**config.mk**
```make
export PLATFORM = sky130hd
export DESIGN_NAME = tlb_page_table_fifo_translator_core
export DESIGN_NICKNAME = d
export VERILOG_FILES = /design/src/rtl/core/tptf_pkg.sv /design/src/rtl/core/tptf_page_table.sv /design/src/rtl/core/tptf_tlb.sv /design/src/rtl/core/tlb_page_table_fifo_translator_core.sv
export SDC_FILE = /design/constraint.sdc
export NUM_CORES = 2
export LEC_CHECK = 0
export BUFFER_PORTS_ARGS = -buffer_cell sky130_fd_sc_hd__buf_2
export CAP_MARGIN = 20
export CORE_MARGIN = 2
export CORE_UTILIZATION = 40
export DETAILED_ROUTE_END_ITERATION = 6
export HOLD_SLACK_MARGIN = 0.08
export PLACE_DENSITY = 0.55
export RECOVER_POWER = 50
export SYNTH_ARGS = -nofsm -noshare
export SYNTH_HDL_FRONTEND = slang
export SYNTH_SLANG_ARGS = --single-unit
```
**constraint.sdc**
```tcl
create_clock -name clk -period 16.8 [get_ports clk]
set_input_delay 3.36 -clock clk [delete_from_list [all_inputs] [get_ports clk]]
set_output_delay 3.36 -clock clk [all_outputs]
set_load 0.03 [all_outputs]
```
**src/rtl/core/tptf_pkg.sv**
```systemverilog
// ----------------------------------------------------------------------------
// tptf_pkg: shared sizes, types and beat layout of the TLB/page-table translator
// Holds the sizing constants, the derived field widths and the structs that
// pass lookup and update information between the translator modules.
// ----------------------------------------------------------------------------
`default_nettype none

package tptf_pkg;

	// Sizing. All four counts are powers of two, so page and offset are bit fields.
	localparam int FRAME_COUNT = 128;
	localparam int TLB_ENTRIES = 16;
	localparam int PAGE_BYTES  = 256;
	localparam int PAGE_COUNT  = 256;

	localparam int ADDR_W       = 16;
	localparam int OFFSET_BITS  = $clog2(PAGE_BYTES);
	localparam int PAGE_BITS    = $clog2(PAGE_COUNT);
	localparam int FRAME_BITS   = $clog2(FRAME_COUNT);
	localparam int TLB_IDX_BITS = $clog2(TLB_ENTRIES);
	localparam int COUNT_BITS   = $clog2(FRAME_COUNT + 1);

	// Result field widths.
	localparam int PA_W     = 15;
	localparam int EVPAGE_W = 8;

	// Beat layout.
	localparam int IN_TDATA_W  = 16;
	localparam int PA_LSB      = 0;
	localparam int HIT_BIT     = PA_LSB + PA_W;
	localparam int FAULT_BIT   = HIT_BIT + 1;
	localparam int EVICT_BIT   = FAULT_BIT + 1;
	localparam int EVPAGE_LSB  = EVICT_BIT + 1;
	localparam int OUT_USED_W  = EVPAGE_LSB + EVPAGE_W;
	localparam int OUT_TDATA_W = ((OUT_USED_W + 7) / 8) * 8;
	localparam int OUT_PAD_W   = OUT_TDATA_W - OUT_USED_W;

	typedef logic [PAGE_BITS-1:0]    page_t;
	typedef logic [FRAME_BITS-1:0]   frame_t;
	typedef logic [OFFSET_BITS-1:0]  offset_t;
	typedef logic [TLB_IDX_BITS-1:0] tlb_idx_t;

	typedef struct packed {
		logic   hit;
		frame_t frame;
	} tlb_lookup_t;

	typedef struct packed {
		logic   commit;
		logic   fault;
		logic   evict;
		page_t  page;
		page_t  victim;
		frame_t frame;
	} tlb_update_t;

	typedef struct packed {
		logic   table_hit;
		logic   fault;
		logic   evict;
		page_t  victim;
		frame_t frame;
	} pt_status_t;

endpackage

`default_nettype wire

```
**src/rtl/core/tptf_page_table.sv**
```systemverilog
// ----------------------------------------------------------------------------
// tptf_page_table: page-table frame memory, valid bits and FIFO of residents
// Reads the frame memory, the queue head and the page's valid bit in the accept
// cycle, then decides hit, fault and eviction and writes back on commit.
// ----------------------------------------------------------------------------
`default_nettype none

module tptf_page_table import tptf_pkg::*; (
	input  wire logic       clk,
	input  wire logic       arst_n,
	input  wire logic       rd_en,
	input  wire page_t      rd_page,
	input  wire page_t      page_s1,
	input  wire logic       tlb_hit,
	input  wire logic       commit,
	output pt_status_t      status
);

	frame_t table_frame_mem [PAGE_COUNT];
	page_t  queue_mem [FRAME_COUNT];

	logic [PAGE_COUNT-1:0] table_valid_q;
	frame_t                head_q;
	logic [COUNT_BITS-1:0] count_q;
	frame_t                frame_rd_s1;
	page_t                 victim_rd_s1;
	logic                  valid_rd_s1;

	logic                  full;
	logic                  wr_en;
	frame_t                new_frame;
	logic [PAGE_COUNT-1:0] table_valid_d;

	// Frames are handed out in order and a reused frame always goes back to the
	// queue slot it came from, so a page's frame equals its queue slot.
	always_comb begin
		full             = (count_q == COUNT_BITS'(FRAME_COUNT));
		new_frame        = full ? head_q : FRAME_BITS'(count_q);
		status.table_hit = valid_rd_s1;
		status.fault     = !tlb_hit && !status.table_hit;
		status.evict     = status.fault && full;
		status.victim    = victim_rd_s1;
		status.frame     = status.table_hit ? frame_rd_s1 : new_frame;
		wr_en            = commit && status.fault;
		table_valid_d    = table_valid_q;
		if (status.evict) begin
			table_valid_d[victim_rd_s1] = 1'b0;
		end
		table_valid_d[page_s1] = 1'b1;
	end

	always_ff @(posedge clk) begin
		if (rd_en) begin
			frame_rd_s1  <= table_frame_mem[rd_page];
			victim_rd_s1 <= queue_mem[head_q];
			valid_rd_s1  <= table_valid_q[rd_page];
		end
		if (wr_en) begin
			table_frame_mem[page_s1] <= new_frame;
			queue_mem[new_frame]     <= page_s1;
		end
	end

	always_ff @(posedge clk or negedge arst_n) begin
		if (!arst_n) begin
			table_valid_q <= '0;
			head_q        <= '0;
			count_q       <= '0;
		end else if (wr_en) begin
			table_valid_q <= table_valid_d;
			if (status.evict) begin
				head_q <= (head_q == FRAME_BITS'(FRAME_COUNT - 1)) ? '0 : head_q + 1'b1;
			end else begin
				count_q <= count_q + 1'b1;
			end
		end
	end

endmodule

`default_nettype wire

```
**src/rtl/core/tptf_tlb.sv**
```systemverilog
// ----------------------------------------------------------------------------
// tptf_tlb: fully associative translation buffer with victim invalidation
// Looks a page up across all entries, invalidates entries of an evicted
// page and fills the first empty slot, or the round-robin slot when full.
// ----------------------------------------------------------------------------
`default_nettype none

module tptf_tlb import tptf_pkg::*; (
	input  wire logic        clk,
	input  wire logic        arst_n,
	input  wire page_t       page_s1,
	input  wire tlb_update_t upd,
	output tlb_lookup_t      lookup
);

	logic [TLB_ENTRIES-1:0] valid_q;
	page_t                  tag_q [TLB_ENTRIES];
	frame_t                 frame_q [TLB_ENTRIES];
	tlb_idx_t               ctr_q;

	logic [TLB_ENTRIES-1:0] valid_kept;
	logic [TLB_ENTRIES-1:0] valid_next;
	tlb_idx_t               hit_idx;
	tlb_idx_t               empty_idx;
	logic                   any_empty;
	tlb_idx_t               slot;

	// Lowest matching entry wins; entries of the evicted page drop out before
	// the empty-slot search.
	always_comb begin
		lookup.hit = 1'b0;
		hit_idx    = '0;
		any_empty  = 1'b0;
		empty_idx  = '0;
		for (int i = TLB_ENTRIES - 1; i >= 0; i--) begin
			valid_kept[i] = valid_q[i] && !(upd.evict && tag_q[i] == upd.victim);
			if (valid_q[i] && tag_q[i] == page_s1) begin
				lookup.hit = 1'b1;
				hit_idx    = TLB_IDX_BITS'(i);
			end
			if (!valid_kept[i]) begin
				any_empty = 1'b1;
				empty_idx = TLB_IDX_BITS'(i);
			end
		end
		lookup.frame     = frame_q[hit_idx];
		slot             = any_empty ? empty_idx : ctr_q;
		valid_next       = valid_kept;
		valid_next[slot] = 1'b1;
	end

	always_ff @(posedge clk or negedge arst_n) begin
		if (!arst_n) begin
			valid_q <= '0;
			ctr_q   <= '0;
		end else if (upd.commit && upd.fault) begin
			valid_q <= valid_next;
			if (!any_empty) begin
				ctr_q <= (ctr_q == TLB_IDX_BITS'(TLB_ENTRIES - 1)) ? '0 : ctr_q + 1'b1;
			end
		end
	end

	always_ff @(posedge clk) begin
		if (upd.commit && upd.fault) begin
			tag_q[slot]   <= upd.page;
			frame_q[slot] <= upd.frame;
		end
	end

endmodule

`default_nettype wire

```
**src/rtl/core/tlb_page_table_fifo_translator_core.sv**
```systemverilog
// ----------------------------------------------------------------------------
// tlb_page_table_fifo_translator_core: virtual to physical address translator
// TLB in front of a page table, with in-order frame allocation and FIFO
// replacement of resident pages on a page fault.
// ----------------------------------------------------------------------------
// Each input beat carries a 16-bit logical address (page in bits 15:8, offset
// in bits 7:0) and produces exactly one output beat with the 15-bit physical
// address, the TLB-hit and page-fault flags, an eviction flag and the evicted
// page number (zero when nothing was evicted). In the accept cycle the
// page-table frame memory, the FIFO head and the page's valid bit are read and
// registered; then, once the output register is free, the TLB is searched, the
// outcome is decided and the memories, valid bits and TLB are written back
// together with the output register. The next address is taken only after
// that write-back, so no access ever sees stale memory data, and the block
// never holds more than one address in flight. A finished result waits
// in the output register while the next address is already accepted; the
// second stage holds only when the output register is still occupied. All
// valid bits live in flip-flops cleared by reset, so there is no clearing
// pass and the block is ready right after reset.
// ----------------------------------------------------------------------------
`default_nettype none

module tlb_page_table_fifo_translator_core import tptf_pkg::*; (
	input  wire logic                   clk,
	input  wire logic                   arst_n,
	// Address input. tdata: vaddr[15:0].
	input  wire logic                   s_tvalid,
	output logic                        s_tready,
	input  wire logic [IN_TDATA_W-1:0]  s_tdata,
	// Translation result. tdata: physical_address[14:0], tlb_hit[15],
	// pg_fault[16], did_evict[17], evicted_page[25:18], zero[31:26].
	output logic                        m_tvalid,
	input  wire logic                   m_tready,
	output logic [OUT_TDATA_W-1:0]      m_tdata
);

	logic    busy_s1;
	page_t   page_s1;
	offset_t offset_s1;

	logic    accept;
	logic    out_free;
	logic    commit;
	page_t   in_page;

	tlb_lookup_t tlb_lookup;
	tlb_update_t tlb_upd;
	pt_status_t  pt_status;

	frame_t                 frame;
	logic [PA_W-1:0]        phys_addr;
	logic [EVPAGE_W-1:0]    ev_page;

	logic                   m_tvalid_q;
	logic [OUT_TDATA_W-1:0] m_tdata_q;

	// One address in flight; stage two completes when the output register is free.
	assign out_free = !m_tvalid_q || m_tready;
	assign commit   = busy_s1 && out_free;
	assign s_tready = !busy_s1;
	assign accept   = s_tvalid && s_tready;
	assign in_page  = PAGE_BITS'(s_tdata >> OFFSET_BITS);

	always_ff @(posedge clk or negedge arst_n) begin
		if (!arst_n) begin
			busy_s1 <= 1'b0;
		end else if (accept) begin
			busy_s1 <= 1'b1;
		end else if (commit) begin
			busy_s1 <= 1'b0;
		end
	end

	always_ff @(posedge clk) begin
		if (accept) begin
			page_s1   <= in_page;
			offset_s1 <= OFFSET_BITS'(s_tdata);
		end
	end

	tptf_page_table u_page_table (
		.clk     (clk),
		.arst_n  (arst_n),
		.rd_en   (accept),
		.rd_page (in_page),
		.page_s1 (page_s1),
		.tlb_hit (tlb_lookup.hit),
		.commit  (commit),
		.status  (pt_status)
	);

	always_comb begin
		tlb_upd.commit = commit;
		tlb_upd.fault  = pt_status.fault;
		tlb_upd.evict  = pt_status.evict;
		tlb_upd.page   = page_s1;
		tlb_upd.victim = pt_status.victim;
		tlb_upd.frame  = pt_status.frame;
	end

	tptf_tlb u_tlb (
		.clk     (clk),
		.arst_n  (arst_n),
		.page_s1 (page_s1),
		.upd     (tlb_upd),
		.lookup  (tlb_lookup)
	);

	// The TLB answer has priority; otherwise the page table or the new frame.
	always_comb begin
		frame     = tlb_lookup.hit ? tlb_lookup.frame : pt_status.frame;
		phys_addr = PA_W'({frame, offset_s1});
		ev_page   = pt_status.evict ? EVPAGE_W'(pt_status.victim) : '0;
	end

	always_ff @(posedge clk or negedge arst_n) begin
		if (!arst_n) begin
			m_tvalid_q <= 1'b0;
		end else if (commit) begin
			m_tvalid_q <= 1'b1;
		end else if (m_tready) begin
			m_tvalid_q <= 1'b0;
		end
	end

	always_ff @(posedge clk) begin
		if (commit) begin
			m_tdata_q <= {{OUT_PAD_W{1'b0}}, ev_page, pt_status.evict, pt_status.fault,
				tlb_lookup.hit, phys_addr};
		end
	end

	assign m_tvalid = m_tvalid_q;
	assign m_tdata  = m_tdata_q;

endmodule

`default_nettype wire

```
# --- Word-level counts from Yosys, hierarchy flattened ---
# Memory sizes are Yosys's and may differ from the RTL's. A register that Yosys moved wholly into a read port is not among the register bits.
# Cells that the tools add are included.
totals:
  ff_bits: 336
  wordCells: 234
  out_inout_bits: 34
  mem_count: 4
  inputBits: 20
  ram_bits: 3056
op_classes:
  n_eq_ne: 35
  magnitude_cmp: 7
  bitwise_logic: 6
  n_addsub: 3
  mux: 85
  n_reduce_logical: 82
mem_list:
  columns: ["memory", "words", "word_bits", "read_ports", "rd_ports_with_merged_regs", "write_ports", "line_no", "rtl"]
  rows:
  - ["u_page_table.table_frame_mem", 256, 7, 1, 1, 1, "tptf_page_table.sv:19", "frame_t table_frame_mem [PAGE_COUNT];"]
  - ["u_page_table.queue_mem", 128, 8, 1, 1, 1, "tptf_page_table.sv:20", "page_t queue_mem [FRAME_COUNT];"]
  - ["u_tlb.tag_q", 16, 8, 16, 0, 1, "tptf_tlb.sv:17", "page_t tag_q [TLB_ENTRIES];"]
  - ["u_tlb.frame_q", 16, 7, 1, 0, 1, "tptf_tlb.sv:18", "frame_t frame_q [TLB_ENTRIES];"]
ops:
  columns: ["op", "n"]
  rows:
  - ["AND 256 bit", 1]
  - ["equality test 8 bit", 32]
  - ["2-to-1 mux 256 bit", 1]
  - ["NOT 256 bit", 1]
  - ["OR 256 bit", 1]
  - ["2-to-1 mux 4 bit", 34]
  - ["logical AND 1 bit", 56]
  - ["2-to-1 mux 1 bit", 42]
  - ["2-to-1 mux 7 bit", 4]
  - ["< comparator 8 x 9 -> 1 bit, second input constant", 3]
  - ["logical NOT 1 bit", 20]
  - ["demux 1 bit (select 8 bit)", 2]
  - ["greater-or-equal comparator 8 x 1 -> 1 bit, second input constant", 2]
  - ["OR 16 bit", 1]
  - ["adder 8 x 1 -> 8 bit, second input constant", 1]
  - ["binary-select mux 1 bit (select 8 bit)", 1]
  - ["equality test 8 bit, second input constant", 1]
  - ["adder 7 x 1 -> 7 bit, second input constant", 1]
  - ["equality test 7 bit, second input constant", 1]
  - ["AND reduction 2 bit", 3]
  - ["< comparator 4 x 5 -> 1 bit, second input constant", 1]
  - ["adder 4 x 1 -> 4 bit, second input constant", 1]
  - ["demux 1 bit (select 4 bit)", 1]
  - ["equality test 4 bit, second input constant", 1]
  - ["4 further kinds", 6]

# --- Depth between registers and ports, before layout ---
# An unclocked memory read counts as a cell.
depth:
  depth_word: 47
  mapped_depth: 17

# --- Modules after synthesis ---
# A second synthesis with hierarchy kept.
hier_totals:
  hier_cells: 7314
  area_unflattened_um2: 136689.8
modules_own_cells:
  columns: ["module", "seq_area_each_um2", "n_inst", "cells_each", "area_each_um2"]
  rows:
  - ["tptf_page_table", 91823.1, 1, 6303, 122162.2]
  - ["tptf_tlb", 7707.4, 1, 938, 12967.4]
  - ["tlb_page_table_fifo_translator_core", 1311.3, 1, 73, 1560.2]

# --- Least setup slack after synthesis ---
# No wires, ideal clock.
synth_path:
  path_type: "flip-flop to flip-flop"
  startpoint: "register u_page_table.count_q[0]"
  endpoint: "memory u_page_table.queue_mem[53][0] (netlist bit), enable pin"
  period_less_slack_ns: 13.242
  stages_incl_launch_ff: 10
  arrival_ns: 12.871
  n_path_buf: 1
  slack_ns: 3.558
  setup_ns: 0.370
  required_time_ns: 16.430
  cell_sequence: "dfrtp_1 -> inv_1 -> ha_1 -> nand3_1 -> nor4_1 -> o21ai_0 -> and2_1 -> nand3_1 -> buf_2 -> nor2_1"
synth_between:
  elab_chain_cells: 2
synth_rtl:
  columns: ["element", "line_no", "rtl"]
  rows:
  - ["start: declaration", "tptf_page_table.sv:24", "logic [COUNT_BITS-1:0] count_q;"]
  - ["start signal: assignment", "tptf_page_table.sv:74", "count_q <= count_q + 1'b1;"]
  - ["equality test 8 bit", "tptf_page_table.sv:37", "full = (count_q == COUNT_BITS'(FRAME_COUNT));"]
  - ["2-to-1 mux 7 bit *", "tptf_page_table.sv:38", "new_frame = full ? head_q : FRAME_BITS'(count_q);"]
  - ["named net u_page_table.new_frame[0]", "tptf_page_table.sv:31", "frame_t new_frame;"]
  - ["end: declaration", "tptf_page_table.sv:20", null]
# The timed path passes the listed nets; every way through them passes the cells marked *.

# --- Final worst setup path ---
layout_path:
  startpoint: "register page_s1[4]"
  endpoint: "memory u_page_table.queue_mem[57][7] (netlist bit), enable pin"
layout_between:
  elab_chain_cells: 23
layout_rtl:
  columns: ["element", "line_no", "rtl"]
  rows:
  - ["start: declaration", "tlb_page_table_fifo_translator_core.sv:38", "page_t page_s1;"]
  - ["start signal: assignment", "tlb_page_table_fifo_translator_core.sv:76", "page_s1 <= in_page;"]
  - ["equality test 8 bit", "tptf_tlb.sv:37", "if (valid_q[i] && tag_q[i] == page_s1) begin"]
  - ["logical AND 1 bit", "tptf_tlb.sv:37", null]
  - ["2-to-1 mux 1 bit (15 in series)", "tptf_tlb.sv:37", null]
  - ["2-to-1 mux 1 bit *", "tptf_tlb.sv:37", null]
  - ["named net u_page_table.tlb_hit", "tptf_page_table.sv:14", "input wire logic tlb_hit,"]
  - ["logical NOT 1 bit *", "tptf_page_table.sv:40", "status.fault = !tlb_hit && !status.table_hit;"]
  - ["logical AND 1 bit *", "tptf_page_table.sv:40", null]
  - ["logical AND 1 bit *", "tptf_page_table.sv:44", "wr_en = commit && status.fault;"]
  - ["2-to-1 mux 1 bit *", "tptf_page_table.sv:58", "if (wr_en) begin"]
  - ["2-to-1 mux 1 bit (implied by the code) *", "tptf_page_table.sv:60", "queue_mem[new_frame] <= page_s1;"]
# Marked as above.

==> flow_metrics.tcl <==
set metrics [dict create \
    cellLeakagePower_uw 0.0485 \
    routed_wl_um 342000 \
    port_buffers 47 \
    ant_nets 0 \
    drv_slew 3102 \
    relSlewSlack -4.43 \
    ctsResizeCount 0 \
    finalHoldViolCount 0 \
    io_pins 54 \
    cap_violations 43 \
    tightest_slew_ns 8.15 \
    die-area_sq_um 346000 \
    worstRegToRegCells 14 \
    fin_nets 6864 \
    ys_warn_count 0 \
    worstPathRequired_ns 17.31 \
    start_util 0.402 \
    ir_drop_uv 114 \
    drive_above_1_share 0.240 \
    final_cell_area_sq_um 152000 \
    cp.arrival_ns 12.07 \
    max_freq_mhz 86.5 \
    drcViolationCount 0 \
    setup_violations 0 \
    grt_pass1_wl_um 494000 \
    cts_tree "built" \
    final_cells 11700 \
    clkSinkCount 3407 \
    syn_inst 6726 \
    rows 214 \
    yosysSeqAreaShare 0.740 \
    use_met3 0.0335 \
    cp-end-kind "flip-flop" \
    p_per_area_nw_per_um2 128 \
    die_y_um 588 \
    grt_use_met2 0.316 \
    place_congestion 0.792 \
    clockBufferDepth 4 \
    rsz0062_at_grt "false" \
    antenna_found_initial 20 \
    min_to "m_tdata[1]" \
    cts_root_buf "clkbuf_16" \
    grt_pass1_vias 68500 \
    crit_fanout 87 \
    area_delta_synth_final_pct 11.7 \
    timing.rr.start "page_s1[4]" \
    drt_pass1_iterations 5 \
    r2r_slack_ns 5.24 \
    post_cts_buffers 0 \
    min_from "offset_s1[1]" \
    dp_cells 11000 \
    ys.flop_type "edfxtp_1" \
    htreeDepth 5 \
    violations "max-capacitance violations, max-slew violations" \
    final_common_cell "edfxtp_1" \
    hpwl_um 198000 \
    overflow 0 \
    post_drt_wl_per_cell_um 29.3 \
    vias 66500 \
    timing.final.crit_share 0.688 \
    synth_seq_cells 3407 \
    post-route-min-period_ns 11.56 \
    use_met1 0.278 \
    placed_cell_area_sq_um 142000 \
    cts_hold_buf 0 \
    drt_iter0_markers 6681 \
    status "finished, violations left" \
    cts_made_buffers 348 \
    synth.avg_cell_area_sq_um 20.3 \
    core_area_sq_um 340000 \
    worstReg2RegEnd "u_page_table.queue_mem[57][7]" \
    top_usage_layer "met2" \
    holdPathStages 0 \
    synthArstFlopShare 0.0860 \
    synth_edf_count 3114 \
    start_kind "flip-flop" \
    layout_common_cells "3114 x edfxtp_1, 1016 x mux4_2, 478 x o21ai_0" \
    critical_path_class "reg2reg" \
    hp-class "reg2reg" \
    whs_ns 0.420 \
    grt_max_degree 191 \
    clock_latency_ns 0.91 \
    synth_area_sq_um 136000 \
    clk_pin_slew_ns 0.06 \
    synth_cell_types 75 \
    final.setup.tns_ns 0 \
    fin_skew_ns 0.0532 \
    grt.total_usage 0.195 \
    via_per_inst 5.71 \
    die_w_um 588 \
]
## state kept, by name (all words and copies together) (netlist names), 4 cells and up
register / flops
u_page_table.queue_mem: 1024
u_page_table.head_q: 7
u_tlb.valid_q: 16
u_page_table.count_q: 8
u_page_table.frame_rd_s1: 7
u_tlb.frame_q: 112
u_page_table.victim_rd_s1: 8
u_page_table.table_frame_mem: 1792
u_tlb.tag_q: 128
u_page_table.table_valid_q: 256
page_s1: 8
u_tlb.ctr_q: 4
m_tdata: 26
offset_s1: 8
## metrics by stage
step / power [uW] / worst slack, ns / utilization
after floorplan: 11500 / 3.56 / -
after global placement: 12100 / 7.87 / 0.417
after detailed placement: 12200 / 7.83 / 0.417
after CTS: 19600 / 8.80 / 0.449
after global routing: 20200 / 4.33 / 0.449
final: 19600 / 5.24 / 0.449
## power breakdown
part / leakage (uW) / switching (uW) / internal (uW)
clock: 0.00524 / 3180 / 4240
sequential: 0.0334 / 114 / 10200
combinational: 0.00984 / 1440 / 418
total: 0.0485 / 4740 / 14800
## logic make-up (layout without fill, tap and decap cells)
group                    after synthesis  after routing  synth area share
flip-flops                          3407           3407             0.740
multiplexers                        1106           1106             0.175
AND/OR/NAND/NOR                      841            841            0.0281
other                                  1             13         0.0000275
XOR/XNOR                             268            268            0.0172
AO/OA/AOI/OAI                        639            639            0.0253
adder cells (fa/ha/maj)                4              4          0.000367
buffers and inverters                460            836            0.0147
## worst max path at each step
stage	startpoint	cells past startpoint	to	slack [ns]
finish	page_s1[4]	14	u_page_table.queue_mem[57][7]	5.24
global route	u_page_table.count_q[0]	8	u_page_table.table_frame_mem[67][0]	4.33
CTS	s_tdata[8]	8	u_page_table.frame_rd_s1[6]	8.80
detailed placement	s_tdata[8]	8	u_page_table.frame_rd_s1[6]	7.83
global placement	s_tdata[8]	8	u_page_table.frame_rd_s1[6]	7.87
floorplan	u_page_table.count_q[0]	9	u_page_table.queue_mem[53][0]	3.56
## synthesized netlist by cell type, drive strengths merged, types with 36 or more instances
cell type | number | share of area
buf | 158 | 0.0063
clkbuf | 284 | 0.0078
dfrtp | 293 | 0.054
edfxtp | 3114 | 0.69
mux2i | 66 | 0.0048
mux4 | 1016 | 0.17
nand2 | 154 | 0.0046
nand3 | 62 | 0.0024
nand4 | 36 | 0.0017
nor2 | 457 | 0.013
o21ai | 565 | 0.021
xnor2 | 156 | 0.010
xor2 | 112 | 0.0072
## final cells by class
cell class	count	area (sq um)
fill	28800	187000
sequential	3407	101000
multi-input combinational	2864	33600
clock buffer	469	9460
tap	4536	5680
timing repair buffer	201	1350
clock inverter	148	1290
inverter	18	77.6
antenna	7	17.5
## routing by layer
layer | vias up | wire length [um]
met3 | 506 | 22700
met5 | - | 60
met2 | 2324 | 166000
li1 | 27700 | -
met1 | 36000 | 145000
met4 | 10 | 7810
## worst max-delay path, cell delays in order (launching register included)
cell and delay (ns):
edfxtp_1 0.43, clkbuf_1 3.26, clkbuf_1 3.04, xnor2_1 0.33, nand4_1 0.25, or3_1 0.20
nand4_2 0.31, nor2_8 0.32, nand2_2 0.21, nor3_2 0.52, buf_4 0.30, and2_1 0.25
nand3_1 0.46, buf_4 0.46, nor2_1 0.75
Power figures use the tool's default switching activity.
